### src/rtl/core/section_record_deframer_core_assert.svh
// Assertion macros for the section record deframer.
// Used by the top level only; needs clk and rst in scope.
`ifndef SECTION_RECORD_DEFRAMER_CORE_ASSERT_SVH
`define SECTION_RECORD_DEFRAMER_CORE_ASSERT_SVH

// Same-cycle implication check
`define SRD_CHECK_NOW(lbl, ante, cons) \
  lbl: assert property (@(posedge clk) disable iff (rst) (ante) |-> (cons)) \
    else $error("deframer check failed");

// Next-cycle implication check
`define SRD_CHECK_NEXT(lbl, ante, cons) \
  lbl: assert property (@(posedge clk) disable iff (rst) (ante) |=> (cons)) \
    else $error("deframer check failed");

`endif

### src/rtl/core/srd_pkg.sv
// Shared types and codes for the section record deframer.
// No dependencies.
package srd_pkg;

  localparam int CFG_DATA_W = 32;
  localparam int CFG_IDX_W  = 2;

  // Register indexes on the config port
  localparam logic [CFG_IDX_W-1:0] REG_GLOBAL_COOKIE = 2'd0;
  localparam logic [CFG_IDX_W-1:0] REG_INNER_COOKIE  = 2'd1;
  localparam logic [CFG_IDX_W-1:0] REG_END_TYPE      = 2'd2;
  localparam logic [CFG_IDX_W-1:0] REG_TOTAL_LENGTH  = 2'd3;

  // Minimum header size in bytes
  localparam logic [31:0] HDR_BYTES = 32'd8;

  typedef enum logic [2:0] {
    EV_HEADER  = 3'd0,
    EV_PAYLOAD = 3'd1,
    EV_EMPTY   = 3'd2,
    EV_DONE    = 3'd3,
    EV_ERROR   = 3'd4
  } event_t;

  typedef enum logic [2:0] {
    ERR_NONE       = 3'd0,
    ERR_BAD_GLOBAL = 3'd1,
    ERR_TRUNCATED  = 3'd2,
    ERR_COOKIE     = 3'd3,
    ERR_END_NONEMP = 3'd4,
    ERR_TRAILING   = 3'd5
  } err_t;

  typedef struct packed {
    logic [31:0] global_cookie;
    logic [15:0] inner_cookie;
    logic [15:0] end_type;
    logic [31:0] total_length;
  } cfg_t;

  // Request held in the input register
  typedef struct packed {
    logic       valid;
    logic [7:0] data_byte;
    logic       first_byte;
  } in_req_t;

  typedef struct packed {
    event_t      event_res;
    logic [7:0]  payload_byte;
    logic [15:0] section_type;
    logic        section_last;
    err_t        error_code;
  } result_t;

endpackage

### src/rtl/core/srd_cfg_regs.sv
// Configuration register file for the section record deframer.
// Depends on srd_pkg.
module srd_cfg_regs (
  input  logic                           clk,
  input  logic                           rst,
  input  logic                           cfg_we,
  input  logic [srd_pkg::CFG_IDX_W-1:0]  cfg_index,
  input  logic [srd_pkg::CFG_DATA_W-1:0] cfg_data,
  output srd_pkg::cfg_t                  cfg
);
  import srd_pkg::*;

  cfg_t regs;

  // Decode write index
  always_ff @(posedge clk) begin
    if (rst) begin
      regs <= '0;
    end else if (cfg_we) begin
      unique case (cfg_index)
        REG_GLOBAL_COOKIE: regs.global_cookie <= cfg_data;
        REG_INNER_COOKIE:  regs.inner_cookie  <= cfg_data[15:0];
        REG_END_TYPE:      regs.end_type      <= cfg_data[15:0];
        REG_TOTAL_LENGTH:  regs.total_length  <= cfg_data;
        default: ;
      endcase
    end
  end

  assign cfg = regs;

endmodule

### src/rtl/core/srd_in_stage.sv
// Input register of the deframer: holds one request until the parser takes it.
// Depends on srd_pkg.
module srd_in_stage (
  input  logic             clk,
  input  logic             rst,
  input  logic             in_valid,
  output logic             in_stall,
  input  logic [7:0]       data_byte,
  input  logic             first_byte,
  input  logic             take,
  output srd_pkg::in_req_t req
);
  import srd_pkg::*;

  in_req_t held;
  logic    accept;

  // Full and not drained this cycle: hold off the sender
  assign in_stall = held.valid && !take;
  assign accept   = in_valid && !in_stall;

  always_ff @(posedge clk) begin
    if (rst) begin
      held.valid <= 1'b0;
    end else if (accept) begin
      held.valid <= 1'b1;
    end else if (take) begin
      held.valid <= 1'b0;
    end
    if (accept) begin
      held.data_byte  <= data_byte;
      held.first_byte <= first_byte;
    end
  end

  assign req = held;

endmodule

### src/rtl/core/srd_parser.sv
// Parse state machine and result register of the deframer.
// Depends on srd_pkg.
module srd_parser (
  input  logic              clk,
  input  logic              rst,
  input  srd_pkg::cfg_t     cfg,
  input  srd_pkg::in_req_t  req,
  output logic              take,
  output logic              out_valid,
  input  logic              out_stall,
  output srd_pkg::result_t  res
);
  import srd_pkg::*;

  typedef enum logic [1:0] {
    PH_GLOBAL,
    PH_SECTION,
    PH_PAYLOAD,
    PH_DONE
  } phase_t;

  phase_t      phase, phase_next;
  logic [2:0]  header_count, header_count_next;
  logic [63:0] header_shift, header_shift_next;
  logic [31:0] bytes_left_total, bytes_left_total_next;
  logic [31:0] bytes_left_section, bytes_left_section_next;
  logic [15:0] current_type, current_type_next;
  result_t     res_reg, res_next;

  // View of state after an optional restart
  phase_t      ph;
  logic [2:0]  cnt;
  logic [63:0] shift;
  logic [31:0] total, total_dec, sec;
  logic [15:0] ctype;
  logic [63:0] hdr;
  logic [31:0] sec_len;
  logic [15:0] sec_type, sec_cookie;

  // Output register free or draining this cycle
  assign take = req.valid && (!out_valid || !out_stall);

  always_comb begin
    ph    = req.first_byte ? PH_GLOBAL : phase;
    cnt   = req.first_byte ? 3'd0 : header_count;
    shift = (req.first_byte || cnt == 3'd0) ? 64'd0 : header_shift;
    total = req.first_byte ? cfg.total_length : bytes_left_total;
    sec   = req.first_byte ? 32'd0 : bytes_left_section;
    ctype = req.first_byte ? 16'd0 : current_type;

    total_dec = (total != 32'd0) ? total - 32'd1 : total;
    // Full header once the eighth byte lands
    hdr        = {req.data_byte, shift[55:0]};
    sec_len    = hdr[31:0];
    sec_type   = hdr[47:32];
    sec_cookie = hdr[63:48];

    phase_next              = ph;
    header_count_next       = cnt;
    header_shift_next       = shift;
    bytes_left_total_next   = total;
    bytes_left_section_next = sec;
    current_type_next       = ctype;
    res_next                = '{EV_HEADER, 8'd0, 16'd0, 1'b0, ERR_NONE};

    unique case (ph)
      PH_GLOBAL: begin
        if (cnt == 3'd0 && total < HDR_BYTES) begin
          phase_next = PH_DONE;
          res_next   = '{EV_ERROR, 8'd0, 16'd0, 1'b0, ERR_BAD_GLOBAL};
        end else begin
          header_shift_next[cnt*8 +: 8] = req.data_byte;
          header_count_next     = cnt + 3'd1;
          bytes_left_total_next = total_dec;
          if (cnt == 3'd7) begin
            if (hdr[31:0] != 32'd0 || hdr[63:32] != cfg.global_cookie) begin
              phase_next = PH_DONE;
              res_next   = '{EV_ERROR, 8'd0, 16'd0, 1'b0, ERR_BAD_GLOBAL};
            end else begin
              phase_next = PH_SECTION;
            end
          end
        end
      end
      PH_SECTION: begin
        if (cnt == 3'd0 && total == 32'd0) begin
          // Image ended on a section boundary
          phase_next = PH_DONE;
          res_next   = '{EV_DONE, 8'd0, 16'd0, 1'b0, ERR_NONE};
        end else if (cnt == 3'd0 && total < HDR_BYTES) begin
          phase_next = PH_DONE;
          res_next   = '{EV_ERROR, 8'd0, 16'd0, 1'b0, ERR_TRAILING};
        end else begin
          header_shift_next[cnt*8 +: 8] = req.data_byte;
          header_count_next     = cnt + 3'd1;
          bytes_left_total_next = total_dec;
          if (cnt == 3'd7) begin
            if (total_dec < sec_len) begin
              phase_next = PH_DONE;
              res_next   = '{EV_ERROR, 8'd0, 16'd0, 1'b0, ERR_TRUNCATED};
            end else if (sec_cookie != cfg.inner_cookie) begin
              phase_next = PH_DONE;
              res_next   = '{EV_ERROR, 8'd0, 16'd0, 1'b0, ERR_COOKIE};
            end else if (sec_type == cfg.end_type) begin
              phase_next = PH_DONE;
              if (sec_len != 32'd0) begin
                res_next = '{EV_ERROR, 8'd0, 16'd0, 1'b0, ERR_END_NONEMP};
              end else begin
                res_next = '{EV_DONE, 8'd0, 16'd0, 1'b0, ERR_NONE};
              end
            end else begin
              current_type_next = sec_type;
              if (sec_len == 32'd0) begin
                res_next = '{EV_EMPTY, 8'd0, sec_type, 1'b0, ERR_NONE};
              end else begin
                bytes_left_section_next = sec_len;
                phase_next              = PH_PAYLOAD;
              end
            end
          end
        end
      end
      PH_PAYLOAD: begin
        bytes_left_total_next = total_dec;
        if (sec <= 32'd1) begin
          bytes_left_section_next = 32'd0;
          header_count_next       = 3'd0;
          phase_next              = PH_SECTION;
          res_next = '{EV_PAYLOAD, req.data_byte, ctype, 1'b1, ERR_NONE};
        end else begin
          bytes_left_section_next = sec - 32'd1;
          res_next = '{EV_PAYLOAD, req.data_byte, ctype, 1'b0, ERR_NONE};
        end
      end
      PH_DONE: begin
        // Ignore bytes until a restart
        phase_next = PH_DONE;
      end
      default: phase_next = PH_DONE;
    endcase
  end

  // State and result register advance together
  always_ff @(posedge clk) begin
    if (rst) begin
      phase              <= PH_GLOBAL;
      header_count       <= 3'd0;
      header_shift       <= 64'd0;
      bytes_left_total   <= 32'd0;
      bytes_left_section <= 32'd0;
      current_type       <= 16'd0;
      out_valid          <= 1'b0;
    end else begin
      if (take) begin
        phase              <= phase_next;
        header_count       <= header_count_next;
        header_shift       <= header_shift_next;
        bytes_left_total   <= bytes_left_total_next;
        bytes_left_section <= bytes_left_section_next;
        current_type       <= current_type_next;
        out_valid          <= 1'b1;
      end else if (!out_stall) begin
        out_valid <= 1'b0;
      end
    end
    if (take) begin
      res_reg <= res_next;
    end
  end

  assign res = res_reg;

endmodule

### src/rtl/core/section_record_deframer_core.sv
// Section record deframer: top level.
// Depends on srd_pkg, srd_cfg_regs, srd_in_stage, srd_parser and the assert header.
//
// Usage:
//   Input channel (in_valid/in_stall) carries one image byte per request;
//   first_byte set restarts parsing with that byte as image byte zero.
//   Output channel (out_valid/out_stall) returns exactly one result per input
//   request: event, payload byte, section type, last flag and error code.
//   Config port (cfg_we/cfg_index/cfg_data) writes global_cookie, inner_cookie,
//   end_type and total_length; total_length is sampled on a restart.
// Timing:
//   out_valid rises once the request has passed the input register and the
//   parse state update has loaded the result register. Throughput is one
//   byte per cycle while out_stall is low; the parse state machine updates
//   once per byte.
// Reset (rst, synchronous): clears config, parse state and the valid flags of both registers.
// Stall: while out_stall holds, the result stays put; one more byte is taken
//   into the input register, then in_stall rises until the result drains.
module section_record_deframer_core (
  input  logic                           clk,
  input  logic                           rst,
  input  logic                           cfg_we,
  input  logic [srd_pkg::CFG_IDX_W-1:0]  cfg_index,
  input  logic [srd_pkg::CFG_DATA_W-1:0] cfg_data,
  input  logic                           in_valid,
  output logic                           in_stall,
  input  logic [7:0]                     data_byte,
  input  logic                           first_byte,
  output logic                           out_valid,
  input  logic                           out_stall,
  output logic [2:0]                     event_res,
  output logic [7:0]                     payload_byte,
  output logic [15:0]                    section_type,
  output logic                           section_last,
  output logic [2:0]                     error_code
);
  import srd_pkg::*;

  cfg_t    cfg;
  in_req_t req;
  result_t res;
  logic    take;

  srd_cfg_regs u_cfg (
    .clk       (clk),
    .rst       (rst),
    .cfg_we    (cfg_we),
    .cfg_index (cfg_index),
    .cfg_data  (cfg_data),
    .cfg       (cfg)
  );

  srd_in_stage u_in (
    .clk        (clk),
    .rst        (rst),
    .in_valid   (in_valid),
    .in_stall   (in_stall),
    .data_byte  (data_byte),
    .first_byte (first_byte),
    .take       (take),
    .req        (req)
  );

  srd_parser u_parse (
    .clk       (clk),
    .rst       (rst),
    .cfg       (cfg),
    .req       (req),
    .take      (take),
    .out_valid (out_valid),
    .out_stall (out_stall),
    .res       (res)
  );

  assign event_res    = res.event_res;
  assign payload_byte = res.payload_byte;
  assign section_type = res.section_type;
  assign section_last = res.section_last;
  assign error_code   = res.error_code;

`include "section_record_deframer_core_assert.svh"

  // Error code present exactly on error events
  `SRD_CHECK_NOW(a_err_match, out_valid,
    (event_res == EV_ERROR) == (error_code != ERR_NONE))
  // Payload fields only on payload events
  `SRD_CHECK_NOW(a_payload_only, out_valid && event_res != EV_PAYLOAD,
    payload_byte == 8'd0 && section_last == 1'b0)
  // A held result is never overwritten by the parser
  `SRD_CHECK_NOW(a_no_overwrite, out_valid && out_stall, !take)
  // An accepted byte always lands in the input register
  `SRD_CHECK_NEXT(a_in_lands, in_valid && !in_stall, req.valid)

endmodule
### config.mk
export PLATFORM = sky130hd
export DESIGN_NAME = section_record_deframer_core
export DESIGN_NICKNAME = d
export VERILOG_FILES = /design/src/rtl/core/srd_pkg.sv /design/src/rtl/core/srd_cfg_regs.sv /design/src/rtl/core/srd_in_stage.sv /design/src/rtl/core/srd_parser.sv /design/src/rtl/core/section_record_deframer_core.sv
export VERILOG_INCLUDE_DIRS = /design/src /design/src/rtl/core
export SDC_FILE = /design/constraint.sdc
export NUM_CORES = 1
export LEC_CHECK = 0
export BUFFER_PORTS_ARGS = -buffer_cell sky130_fd_sc_hd__buf_4
export CORE_MARGIN = 2
export CORE_UTILIZATION = 45
export CTS_BUF_LIST = sky130_fd_sc_hd__clkbuf_8
export DETAILED_ROUTE_END_ITERATION = 8
export HOLD_SLACK_MARGIN = 0.05
export PLACE_DENSITY = 0.66
export SETUP_SLACK_MARGIN = 0.1
export SYNTH_ARGS = -nofsm -noshare
export SYNTH_HDL_FRONTEND = slang
export SYNTH_SLANG_ARGS = --single-unit
### constraint.sdc
create_clock -name clk -period 11.1 [get_ports clk]
set_input_delay 1.665 -clock clk [delete_from_list [all_inputs] [get_ports clk]]
set_output_delay 1.665 -clock clk [all_outputs]
set_load 0.02 [all_outputs]
Word level (Yosys, flattened, before mapping)
Cells that the tools add are included.

Register bits: 287. Input port bits: 48. Logic and storage cells: 126.

Add/sub/neg operators: 4. Magnitude comparators: 3. Equal/unequal tests: 11. Shifts and indexed selects: 2. Muxes and demuxes: 63. Reductions and logical operators: 24.

Operator list (count): 32-bit 2-to-1 mux (13); 31-bit 2-to-1 mux (10); 64-bit 2-to-1 mux (3); 16-bit 2-to-1 mux (8); 64-bit case mux with 2 select lines (1); 32-bit case mux with 3 select lines (1); 31-bit case mux with 3 select lines (1); 64-bit bitwise mux (1); 32-bit logical NOT (2); 32-bit case mux with 2 select lines (1); 32-bit nonzero test (2); 8-bit by 34-bit variable shift with 64-bit output, first input constant (1); 8-bit by 34-bit indexed part select with 64-bit output (1); 32-bit by 1-bit subtractor with 32-bit output, second input constant (2); 6-bit negation with 34-bit output (1); 32-bit by 1-bit less-or-equal comparator with 1-bit output, second input constant (1); 32-bit less-than comparator (1); 32-bit by 4-bit less-than comparator with 1-bit output, second input constant (1); 32-bit != test (1); 30-bit 2-to-1 mux (1); 2-bit 2-to-1 mux (12); 16-bit equality test (1); 16-bit != test (1); 3-bit 2-to-1 mux (4); 16 further kinds (36).

Depth between registers and ports, before layout
Gate-level depths: netlist of run 1.

Depth in word-level cells: 13. Mapped depth: 29. Gate-level depth less buffers: 19.

Cells and area by module
Synthesis of run 1 repeated with hierarchy kept, for this count alone.

Cells, all modules: 2085. Area, all modules: 17392.9 µm².

By module, submodules not included: srd_parser (instances 1, cells each 1721, area an instance 13191.4 µm², seq. area each 3773.6 µm²); srd_cfg_regs (instances 1, cells each 351, area an instance 3881.2 µm², seq. area each 1921.8 µm²); srd_in_stage (instances 1, cells each 13, area an instance 320.3 µm², seq. area each 290.3 µm²).

Worst setup path before layout of run 1
OpenSTA, ideal clock, no wires.

Kind: reg2reg. From: reg u_in.held (netlist bit u_in.req[0]). To: reg u_parse.res_reg (netlist bit u_parse.res[9]), data pin. Library setup time: 0.145 ns. Arrival: 6.774 ns. Required time: 10.955 ns. Setup slack: 4.181 ns. Stages on the path, launching flop included: 28. Buffers on the path: 10. Period minus slack after synthesis: 6.919 ns. Cells stage by stage: edfxtp_1 -> buf_4 -> buf_6 -> buf_2 -> buf_2 -> buf_1 -> buf_1 -> clkbuf_1 -> buf_1 -> mux2i_1 -> ha_1 -> nor4b_1 -> a31o_2 -> nand2_1 -> a2111oi_0 -> nand2b_1 -> xnor2_1 -> ha_1 -> nand2_1 -> or3_1 -> or3_1 -> nor4_1 -> o311ai_4 -> and3_4 -> or3_1 -> buf_2 -> buf_6 -> o21ai_1.

RTL lines: from (decl) (RTL line srd_in_stage.sv:15) `in_req_t held;`; to (signal assigned) (RTL line srd_parser.sv:167) `res_reg <= res_next;`; to (decl) (RTL line srd_parser.sv:28) `result_t res_reg, res_next;`.

Worst setup path in the final report of run 1
From: reg u_in.held (netlist bit u_in.req[0]). To: reg u_parse.bytes_left_section[5].

Word-level cells in the longest chain between the ends: 13.

RTL lines: parallel branches: the longest is 12 deep, another holds 32-bit by 1-bit subtractor with 32-bit output; 32-bit case mux with 2 select lines * (RTL line srd_parser.sv:66) `unique case (ph)`; to (signal assigned) (RTL line srd_parser.sv:159) `bytes_left_section <= bytes_left_section_next;`; to (decl) (RTL line srd_parser.sv:26) `logic [31:0] bytes_left_section, bytes_left_section_next;`.

Mark *: on every way between the ends. A chain may end at the register's enable or synchronous reset.

==> results of run 1 <==
[cell usage in the layout, fill, tap and decap left out, types with 25 or more instances in the layout]
cell / n
a211oi_1: 31
a21oi_1: 224
a22oi_1: 48
a31oi_1: 48
buf_4: 108
clkbuf_8: 60
dfxtp_1: 239
edfxtp_1: 40
ha_1: 45
inv_1: 36
mux2i_1: 28
nand2_1: 357
nand3_1: 87
nand4_1: 31
nor2_1: 219
nor3_1: 37
nor4_1: 37
o21ai_0: 119
o21ai_1: 25
xnor2_1: 50
[power breakdown]
part / switching [uW] / total [uW] / internal (uW)
Sequential: 40.3 / 1100 / 1060
Clock: 488 / 1170 / 684
Combinational: 300 / 450 / 149
[layout make-up]
type                       count  area [sq um]
clock buffer                  60         825.8
fill                        3660         18510
tap                          511         639.4
sequential                   279          5986
timing repair buffer         110         842.1
clock inverter                36         377.9
inverter                      32         121.4
multi-input combinational   1771         10450
antenna                        1         2.502
[worst max-delay path, delay by kind of cell (launching register included)]
kind,cells,cell delay [ns]
DFF,1,0.38
AOI/OAI and AO/OA,9,2.96
and+or+nand+nor,4,1.56
buffers and inverters,2,0.64
muxes,2,0.83
adders and majority gates,2,0.61
[stage by stage]
stage                     hold WS (ns)  power (uW)  std cells  cell area (sq um)
after global routing            0.4694        2820       2799              19240
after global placement          0.4436        1544       2703              18040
after floorplan                 0.4297        1406       2269              17250
final                           0.4632        2720       2800              19240
after CTS                       0.4591        2715       2799              19240
after detailed placement        0.4516        1553       2703              18040
[per-layer routing]
layer	global-route usage, %	wire [um]	up-vias
met1	42.01	25920	8420
met5	0	0	-
li1	-	-	8252
met2	45.54	25850	907
met4	14.43	3083	0
met3	7.460	6710	194
[worst paths after layout]
check,startpoint,endpoint,depth (start not counted)
worst max-delay path,u_in.req[0]$_DFFE_PP_,u_parse.bytes_left_section[5]$_SDFFE_PP0P_,19
worst min-delay path,u_parse.header_count[0]$_SDFFE_PP0P_,u_parse.header_count[0]$_SDFFE_PP0P_,1
worst max register to register,u_in.req[0]$_DFFE_PP_,u_parse.bytes_left_section[5]$_SDFFE_PP0P_,19
worst min register to register,u_parse.header_count[0]$_SDFFE_PP0P_,u_parse.header_count[0]$_SDFFE_PP0P_,1
[cells by family after synthesis]
kind of cell	share of synthesized area (%)
flip-flops	34.69
AND/OR/NAND/NOR	25.82
buffers and inverters	5.018
multiplexers	3.452
XOR/XNOR	3.300
adder cells (fa/ha/maj)	3.263
AO/OA/AOI/OAI	24.45
==> flow_summary.yaml, run 1 <==
drt:
  drt-pass1-iter-count: 6
  ant_nets: 0
  drc: 0
  wire_per_inst_um: 21.99
  viasPerCell: 6.348
  vias: 17770
  drt-initial-drc-count: 2179
  wirelength_um: 61560
placement:
  place_ws_ns: 4.162
  routabilityCongestion: 1.015
  dp_hpwl_um: 41890
  io_buffers: 80
pwr:
  irDropWorstVdd_uv: 98.82
  p_per_area_mw_per_mm2: 141.3
  p_leak_uw: 0.006709
timing:
  period_share_pct: 64.25
  rsz0062_at_grt: "false"
  final.setup_skew_ns: 0.03739
  relSlewSlack_pct: 9.037
  hold_viol: 0
  finalMaxSlewViolations: 0
  tns_ns: 0
  setup_viol: 0
  fin_ws_ns: 3.968
  min_period_ns: 7.132
  worst_slew_pin_slew_ns: 1.359
  max_freq_mhz: 140.2
job:
  cap_violations: 0
critical_path:
  worst-r2r-setup-slack_ns: 3.97
  cp.required_ns: 11.66
  crit_path_max_fanout: 138
  cp-start-kind: "flop"
  critical_path_class: "flop to flop"
  crit_slowest_cell: "a31o_2"
  cpPeakStageDelay_ns: 0.96
  crit_path_frequent_cell: "o21ai_0"
  cp-end-kind: "flop"
  path_cells: "buf_12, mux2_2, inv_1, ha_1, nor4b_1, a31o_2, and4_1, a21boi_0, and4b_1, o21ai_0, ha_1, a21oi_1, o21ai_0, a2111oi_0, o21ai_0, nand3_1, a31o_2, mux2_1, a311oi_1"
  critPathArrivalTime_ns: 7.69
synth:
  postSynthAreaPerCell_sq_um: 7.604
  synthFlopType: "dfxtp_1"
  synth_cell_types: 88
  ys_seq_area_share_pct: 34.69
  synth_nets: 2362
  synth_edf_count: 40
  yosys.area.top_type: "dfxtp_1"
  yosys_warnings: 0
  synth_top_cells_by_count: "nand2_1, dfxtp_1, a21oi_1, nor2_1, clkbuf_1"
  ys_seq_elements: 279
  async_flop_share_pct: 0
  synthTopCellsByArea: "dfxtp_1, nand2_1, edfxtp_1"
  synth_most_common_cell: "nand2_1"
  synthCells: 2269
  netlist_area_sq_mm: 0.01725
  synth_top_area_share_pct: 27.73
floorplan:
  core-area_sq_mm: 0.03776
  die_h_um: 199.8
  io_pins: 81
  fp-row-count: 71
  start_util_pct: 45.70
  die_area_sq_mm: 0.03992
  fp.dieW_um: 199.8
clock_tree:
  clk_pin_slew_worst_paths_ns: 0.06
  tritoncts: "built"
  cts_sinks: 279
  hold_buffers: 0
  clock_path_buffers: 3
  post_cts_buffers: 0
  cts_buffers: 51
  htree_levels: 2
  ctsRootBufferMaster: "clkbuf_8"
  cts.repair.resized: 0
  clk_latency_ns: 0.66
layout:
  finalNetCount: 2338
  largest_reg_flops: 96
  post-route-util_pct: 50.97
  drive_gt1_share_pct: 10.58
  syn_to_final_growth_pct: 11.55
global_route:
  gr-total-overflow: 0
  grt_usage_pct: 30.72
  antenna_found_initial: 1
  grt_pass1_wl_um: 94610
  grt_pass1_vias: 16420
  grt_max_degree: 139
outcome:
  status: "finished, final reports clean"
min_path:
  hp-class: "flop to flop"
No activity file was read; power rests on OpenSTA's default activity.
==> run 2: changes to the inputs <==
==> constraint.sdc (replaced) <==
create_clock -name clk -period 7 [get_ports clk]
set_input_delay 1.05 -clock clk [delete_from_list [all_inputs] [get_ports clk]]
set_output_delay 1.05 -clock clk [all_outputs]
set_load 0.02 [all_outputs]
==> run 2 against run 1 <==
Cell count rose by 0.54%; non-clock buffer count rose by 16; wire length fell by 0.79%; register-to-register slack got worse by 3.4 ns; worst hold slack improved by 0.0036 ns; sequential cell count did not move; global-route usage fell by 0.31 points; first-iteration DRC count fell by 9.1%; die area did not move; critical endpoint is now u_parse.bytes_left_section[28]$_SDFFE_PP0P_; largest cell class unchanged.
==> flow_summary.yaml, run 2 (synthesis results as in run 1) <==
layout:
  drive_gt1_share_pct: 10.68
  layout_common_cells: "nand2_1, dfxtp_1, a21oi_1"
  syn_to_final_growth_pct: 11.46
  finalNetCount: 2354
  largest_reg_flops: 96
  post-route-util_pct: 50.93
  final_area_sq_mm: 0.01923
  layout_commonest_cell: "nand2_1"
pwr:
  pwr-share-clk_pct: 40.2
  cell_internal_pwr_uw: 2839
  p_switching_uw: 1288
  p_comb_share_pct: 17.6
  p_leak_uw: 0.006759
  p_per_area_mw_per_mm2: 214.6
  seq_power_share_pct: 42.1
  sw_frac_of_total_pct: 31.20
  irDropWorstVdd_uv: 146.4
clock_tree:
  clk_latency_ns: 0.66
  hold_buffers: 0
  clock_path_buffers: 3
  ctsRootBufferMaster: "clkbuf_8"
  htree_levels: 2
  cts.repair.resized: 0
  tritoncts: "built"
  post_cts_buffers: 0
  cts_sinks: 279
  clk_pin_slew_worst_paths_ns: 0.06
  cts_buffers: 51
timing:
  min_period_ns: 6.456
  period_share_pct: 92.23
  worst_slew_pin_slew_ns: 1.180
  setup_viol: 0
  hold_viol: 0
  relSlewSlack_pct: 20.51
  finalMaxSlewViolations: 0
  max_freq_mhz: 154.9
  rsz0062_at_grt: "false"
  final.setup_skew_ns: 0.05237
  tns_ns: 0
outcome:
  status: "finished, final reports clean"
global_route:
  grt_pass1_wl_um: 94430
  gr-total-overflow: 0
  grt_pass1_vias: 16520
  grt_usage_pct: 30.41
  grt_max_degree: 87
  antenna_found_initial: 0
critical_path:
  critPathArrivalTime_ns: 7.04
  cp-start-kind: "flop"
  cpPeakStageDelay_ns: 0.72
  path_cells: "buf_4, or3b_1, a222oi_1, and4_1, nand3_1, nor4b_1, xnor2_1, ha_1, nand3_1, or3_1, or3_1, nor4_1, o311ai_4, a31o_2, buf_4, mux2_1, o21ai_1"
  cp-end-kind: "flop"
  critical_path_class: "flop to flop"
  crit_slowest_cell: "a222oi_1"
  cp.required_ns: 7.59
  crit_path_max_fanout: 33
placement:
  routabilityCongestion: 0.9460
  place_area_sq_mm: 0.01816
  dp_hpwl_um: 41830
  io_buffers: 80
drt:
  viasPerCell: 6.373
  ant_nets: 0
  wire_per_inst_um: 21.70
  drt-initial-drc-count: 1981
  drc: 0
  wirelength_um: 61080
  drt-pass1-iter-count: 6
  vias: 17940
floorplan:
  fp-row-count: 71
  io_pins: 81
  fp.dieW_um: 199.8
  start_util_pct: 45.70
  die_h_um: 199.8
  die_area_sq_mm: 0.03992
  core-area_sq_mm: 0.03776
job:
  cap_violations: 0
min_path:
  hp-class: "flop to flop"
==> run 2: cell types whose count changed in the layout (fill, tap and decap cells not counted), moves of 3 or more <==
cell | previous run | this run
bufinv_16 | 8 | 4
buf_4 | 108 | 124
inv_1 | 36 | 49
clkinv_2 | 13 | 9
clkinv_1 | 7 | 4
==> run 2: worst max-delay path: cells and delay by family (launching register included) <==
family,cells,cell delay (ns)
buffers and inverters,2,0.59
adders and majority gates,1,0.29
DFF,1,0.42
xor gates and xnor gates,1,0.15
and+or+nand+nor,8,2.85
AOI/OAI and AO/OA,4,1.78
muxes,1,0.32
==> run 2: power groups by stage <==
stage	clock network [uW]	logic [uW]	registers, uW
after floorplan	0	479	1750
after global placement	0	692	1770
after detailed placement	0	704	1770
after CTS	1680	707	1740
after global routing	1750	784	1740
final	1660	728	1740
==> run 2: final cells by class <==
cell class	count	area (sq um)
clock buffers	59	812.0
inverters	32	121.4
clock inverters	36	259.0
multi-input cells	1771	10450
well taps	511	639.4
diodes	1	2.502
fillers	3640	18530
repair buffers	126	962.2
flip-flops and latches	279	5986
==> run 2: layer usage <==
metal | vias up | part of all wire (%) | wire length [um] | GRT usage (%)
met4 | 2 | 3.6 | 2207 | 12.62
li1 | 8281 | - | - | -
met1 | 8502 | 43 | 26380 | 42.86
met2 | 990 | 43 | 26160 | 45.77
met5 | - | 0.069 | 42 | 0
met3 | 164 | 10 | 6280 | 5.460
==> run 2: final timing paths <==
path | startpoint | slack (ns) | cells past startpoint | to
max | u_in.req[0]$_DFFE_PP_ | 0.54 | 17 | u_parse.bytes_left_section[28]$_SDFFE_PP0P_
min | u_cfg.cfg[92]$_SDFFE_PP0P_ | 0.47 | 2 | u_cfg.cfg[92]$_SDFFE_PP0P_
max reg2reg | u_in.req[0]$_DFFE_PP_ | 0.54 | 17 | u_parse.bytes_left_section[28]$_SDFFE_PP0P_
min reg2reg | u_cfg.cfg[92]$_SDFFE_PP0P_ | 0.47 | 2 | u_cfg.cfg[92]$_SDFFE_PP0P_
==> run 2: per-stage QoR <==
step / cells / hold WS, ns / total power, uW / worst slack [ns]
finish: 2815 / 0.4668 / 4127 / 0.5439
global route: 2814 / 0.4755 / 4280 / 0.1087
CTS: 2814 / 0.4608 / 4125 / 0.6415
detailed placement: 2719 / 0.4496 / 2474 / 0.6358
global placement: 2719 / 0.4433 / 2461 / 0.8179
floorplan: 2269 / 0.4297 / 2230 / 0.1340
==> run 3: changes to the inputs <==
--- a/config.mk
+++ b/config.mk
@@ -6,13 +6,13 @@
 export SDC_FILE = /design/constraint.sdc
 export NUM_CORES = 1
 export LEC_CHECK = 0
-export BUFFER_PORTS_ARGS = -buffer_cell sky130_fd_sc_hd__buf_4
 export CORE_MARGIN = 2
 export CORE_UTILIZATION = 45
 export CTS_BUF_LIST = sky130_fd_sc_hd__clkbuf_8
 export DETAILED_ROUTE_END_ITERATION = 8
+export DONT_BUFFER_PORTS = 1
 export HOLD_SLACK_MARGIN = 0.05
-export PLACE_DENSITY = 0.66
+export PLACE_DENSITY = 0.65
 export SETUP_SLACK_MARGIN = 0.1
 export SYNTH_ARGS = -nofsm -noshare
 export SYNTH_HDL_FRONTEND = slang
==> constraint.sdc (replaced) <==
create_clock -name clk -period 6.3 [get_ports clk]
set_input_delay 0.945 -clock clk [delete_from_list [all_inputs] [get_ports clk]]
set_output_delay 0.945 -clock clk [all_outputs]
set_load 0.02 [all_outputs]
==> run 3 against run 2 <==
Sequential power rose by 12%; worst hold slack got worse by 0.097 ns; clock skew down 0.028 ns; combinational power about the same; clock power up 11%; critical endpoint is now u_parse.bytes_left_section[0]$_SDFFE_PP0P_; largest power group unchanged.
==> flow_summary.yaml, run 3 (synthesis results as in run 1) <==
floorplan:
  fp.dieW_um: 199.8
  start_util_pct: 45.70
  die_area_sq_mm: 0.03992
  fp-row-count: 71
  io_pins: 81
  die_h_um: 199.8
  core-area_sq_mm: 0.03776
clock_tree:
  clk_latency_ns: 0.65
  cts_buffers: 50
  tritoncts: "built"
  clk_pin_slew_worst_paths_ns: 0.06
  cts_sinks: 279
  ctsRootBufferMaster: "clkbuf_8"
  clock_path_buffers: 3
  htree_levels: 2
drt:
  wl_met1_um: 26210
  vias: 17560
  top_layer: "met5"
  met2_length_um: 26400
  met3WireLength_um: 6636
  viasPerCell: 6.410
  drc: 0
  wire_per_inst_um: 22.54
  drt-pass1-iter-count: 6
  drt-initial-drc-count: 2031
  ant_nets: 0
  wirelength_um: 61750
timing:
  min_period_ns: 6.011
  tns_ns: 0
  max_freq_mhz: 166.4
  finalMaxSlewViolations: 0
  rsz0062_at_grt: "false"
  period_share_pct: 95.41
  setup_viol: 0
  relSlewSlack_pct: 19.34
  hold_viol: 0
  worst_slew_pin_slew_ns: 1.205
  final.setup_skew_ns: 0.02403
outcome:
  status: "finished, final reports clean"
critical_path:
  critPathArrivalTime_ns: 6.56
  cp.required_ns: 6.85
  cp-end-kind: "flop"
  critical_path_class: "flop to flop"
  cp-start-kind: "flop"
  crit_path_max_fanout: 10
  r2r-start: "u_in.req[0]$_DFFE_PP_"
  worst-r2r-setup-slack_ns: 0.29
  critPathLaunch: "u_in.req[0]$_DFFE_PP_"
  reg2reg_depth: 17
min_path:
  whs_path_depth: 1
  hp-class: "input port to flop"
  hp-start: "rst"
pwr:
  p_per_area_mw_per_mm2: 240.7
  irDropWorstVdd_uv: 187.3
  p_leak_uw: 0.006401
  total_power_uw: 4514
placement:
  routabilityCongestion: 0.9850
  io_buffers: 0
  dp_hpwl_um: 42240
layout:
  layout_commonest_cell: "nand2_1"
  drive_gt1_share_pct: 8.210
  layout_common_cells: "nand2_1, dfxtp_1, a21oi_1"
  diodes: 0
  finalNetCount: 2280
  syn_to_final_growth_pct: 8.695
  largest_reg_flops: 96
global_route:
  grt_max_degree: 207
  grt_pass1_vias: 16260
  gr-total-overflow: 0
  grt_pass1_wl_um: 94040
  grt_usage_pct: 30.64
  antenna_found_initial: 1
job:
  cap_violations: 0
run 3: cell type report:
| class | instances | area (sq um) |
|---|---|---|
| fill | 3724 | 19000 |
| multi-input combinational | 1771 | 10500 |
| sequential | 279 | 5986 |
| clock buffer | 62 | 853.3 |
| tap | 511 | 639.4 |
| timing repair buffer | 53 | 435.4 |
| clock inverter | 32 | 222.7 |
| inverter | 32 | 121.4 |
run 3: final timing paths:
check	to
setup / recovery	u_parse.bytes_left_section[0]$_SDFFE_PP0P_
hold / removal	u_parse.bytes_left_section[5]$_SDFFE_PP0P_
setup reg to reg	u_parse.bytes_left_section[0]$_SDFFE_PP0P_
hold reg to reg	u_parse.header_count[0]$_SDFFE_PP0P_
run 3: worst max-delay path: stages, from the launching register on:
cell,delay (ns)
edfxtp_1,0.61
buf_4,0.21
or3b_1,0.37
a222oi_1,0.73
nand4b_1,0.31
a211o_1,0.37
nor4_2,0.34
xor2_1,0.11
ha_1,0.31
nand2_1,0.08
or3_1,0.41
or3_1,0.45
nor4_2,0.26
o311ai_4,0.24
buf_4,0.25
a311oi_1,0.54
a211oi_1,0.09
nor4_1,0.24
run 3: power breakdown:
| part | switching, uW | internal, uW |
|---|---|---|
| sequential | 81.1 | 1870 |
| combinational | 478 | 248 |
| clock | 826 | 1020 |
run 3: through the flow:
stage	setup WS, ns	util, %	cells	hold WS (ns)	instance area, sq um
3_5_place_dp	0.2946	46.73	2644	0.4481	17640
5_1_grt	0.09414	49.67	2740	0.3620	18750
4_1_cts	0.2779	49.58	2738	0.3596	18720
6_report	0.2893	49.67	2740	0.3703	18750
3_3_place_gp	0.5390	46.73	2644	0.4410	17640
2_1_floorplan	0.1304	-	2269	0.4297	17280
run 3: timing repair:
action                     4_1_cts  5_1_grt
setup endpoints to repair        0       47
hold endpoints to repair         0        0
setup buffers                    0        2
resized for setup                0        3
hold buffers                     0        0
run 3: routing by layer:
metal	vias up	track usage (%)
met5	-	0
li1	8129	-
met2	875	45.72
met3	170	7.644
met4	2	14.46
met1	8387	41.48
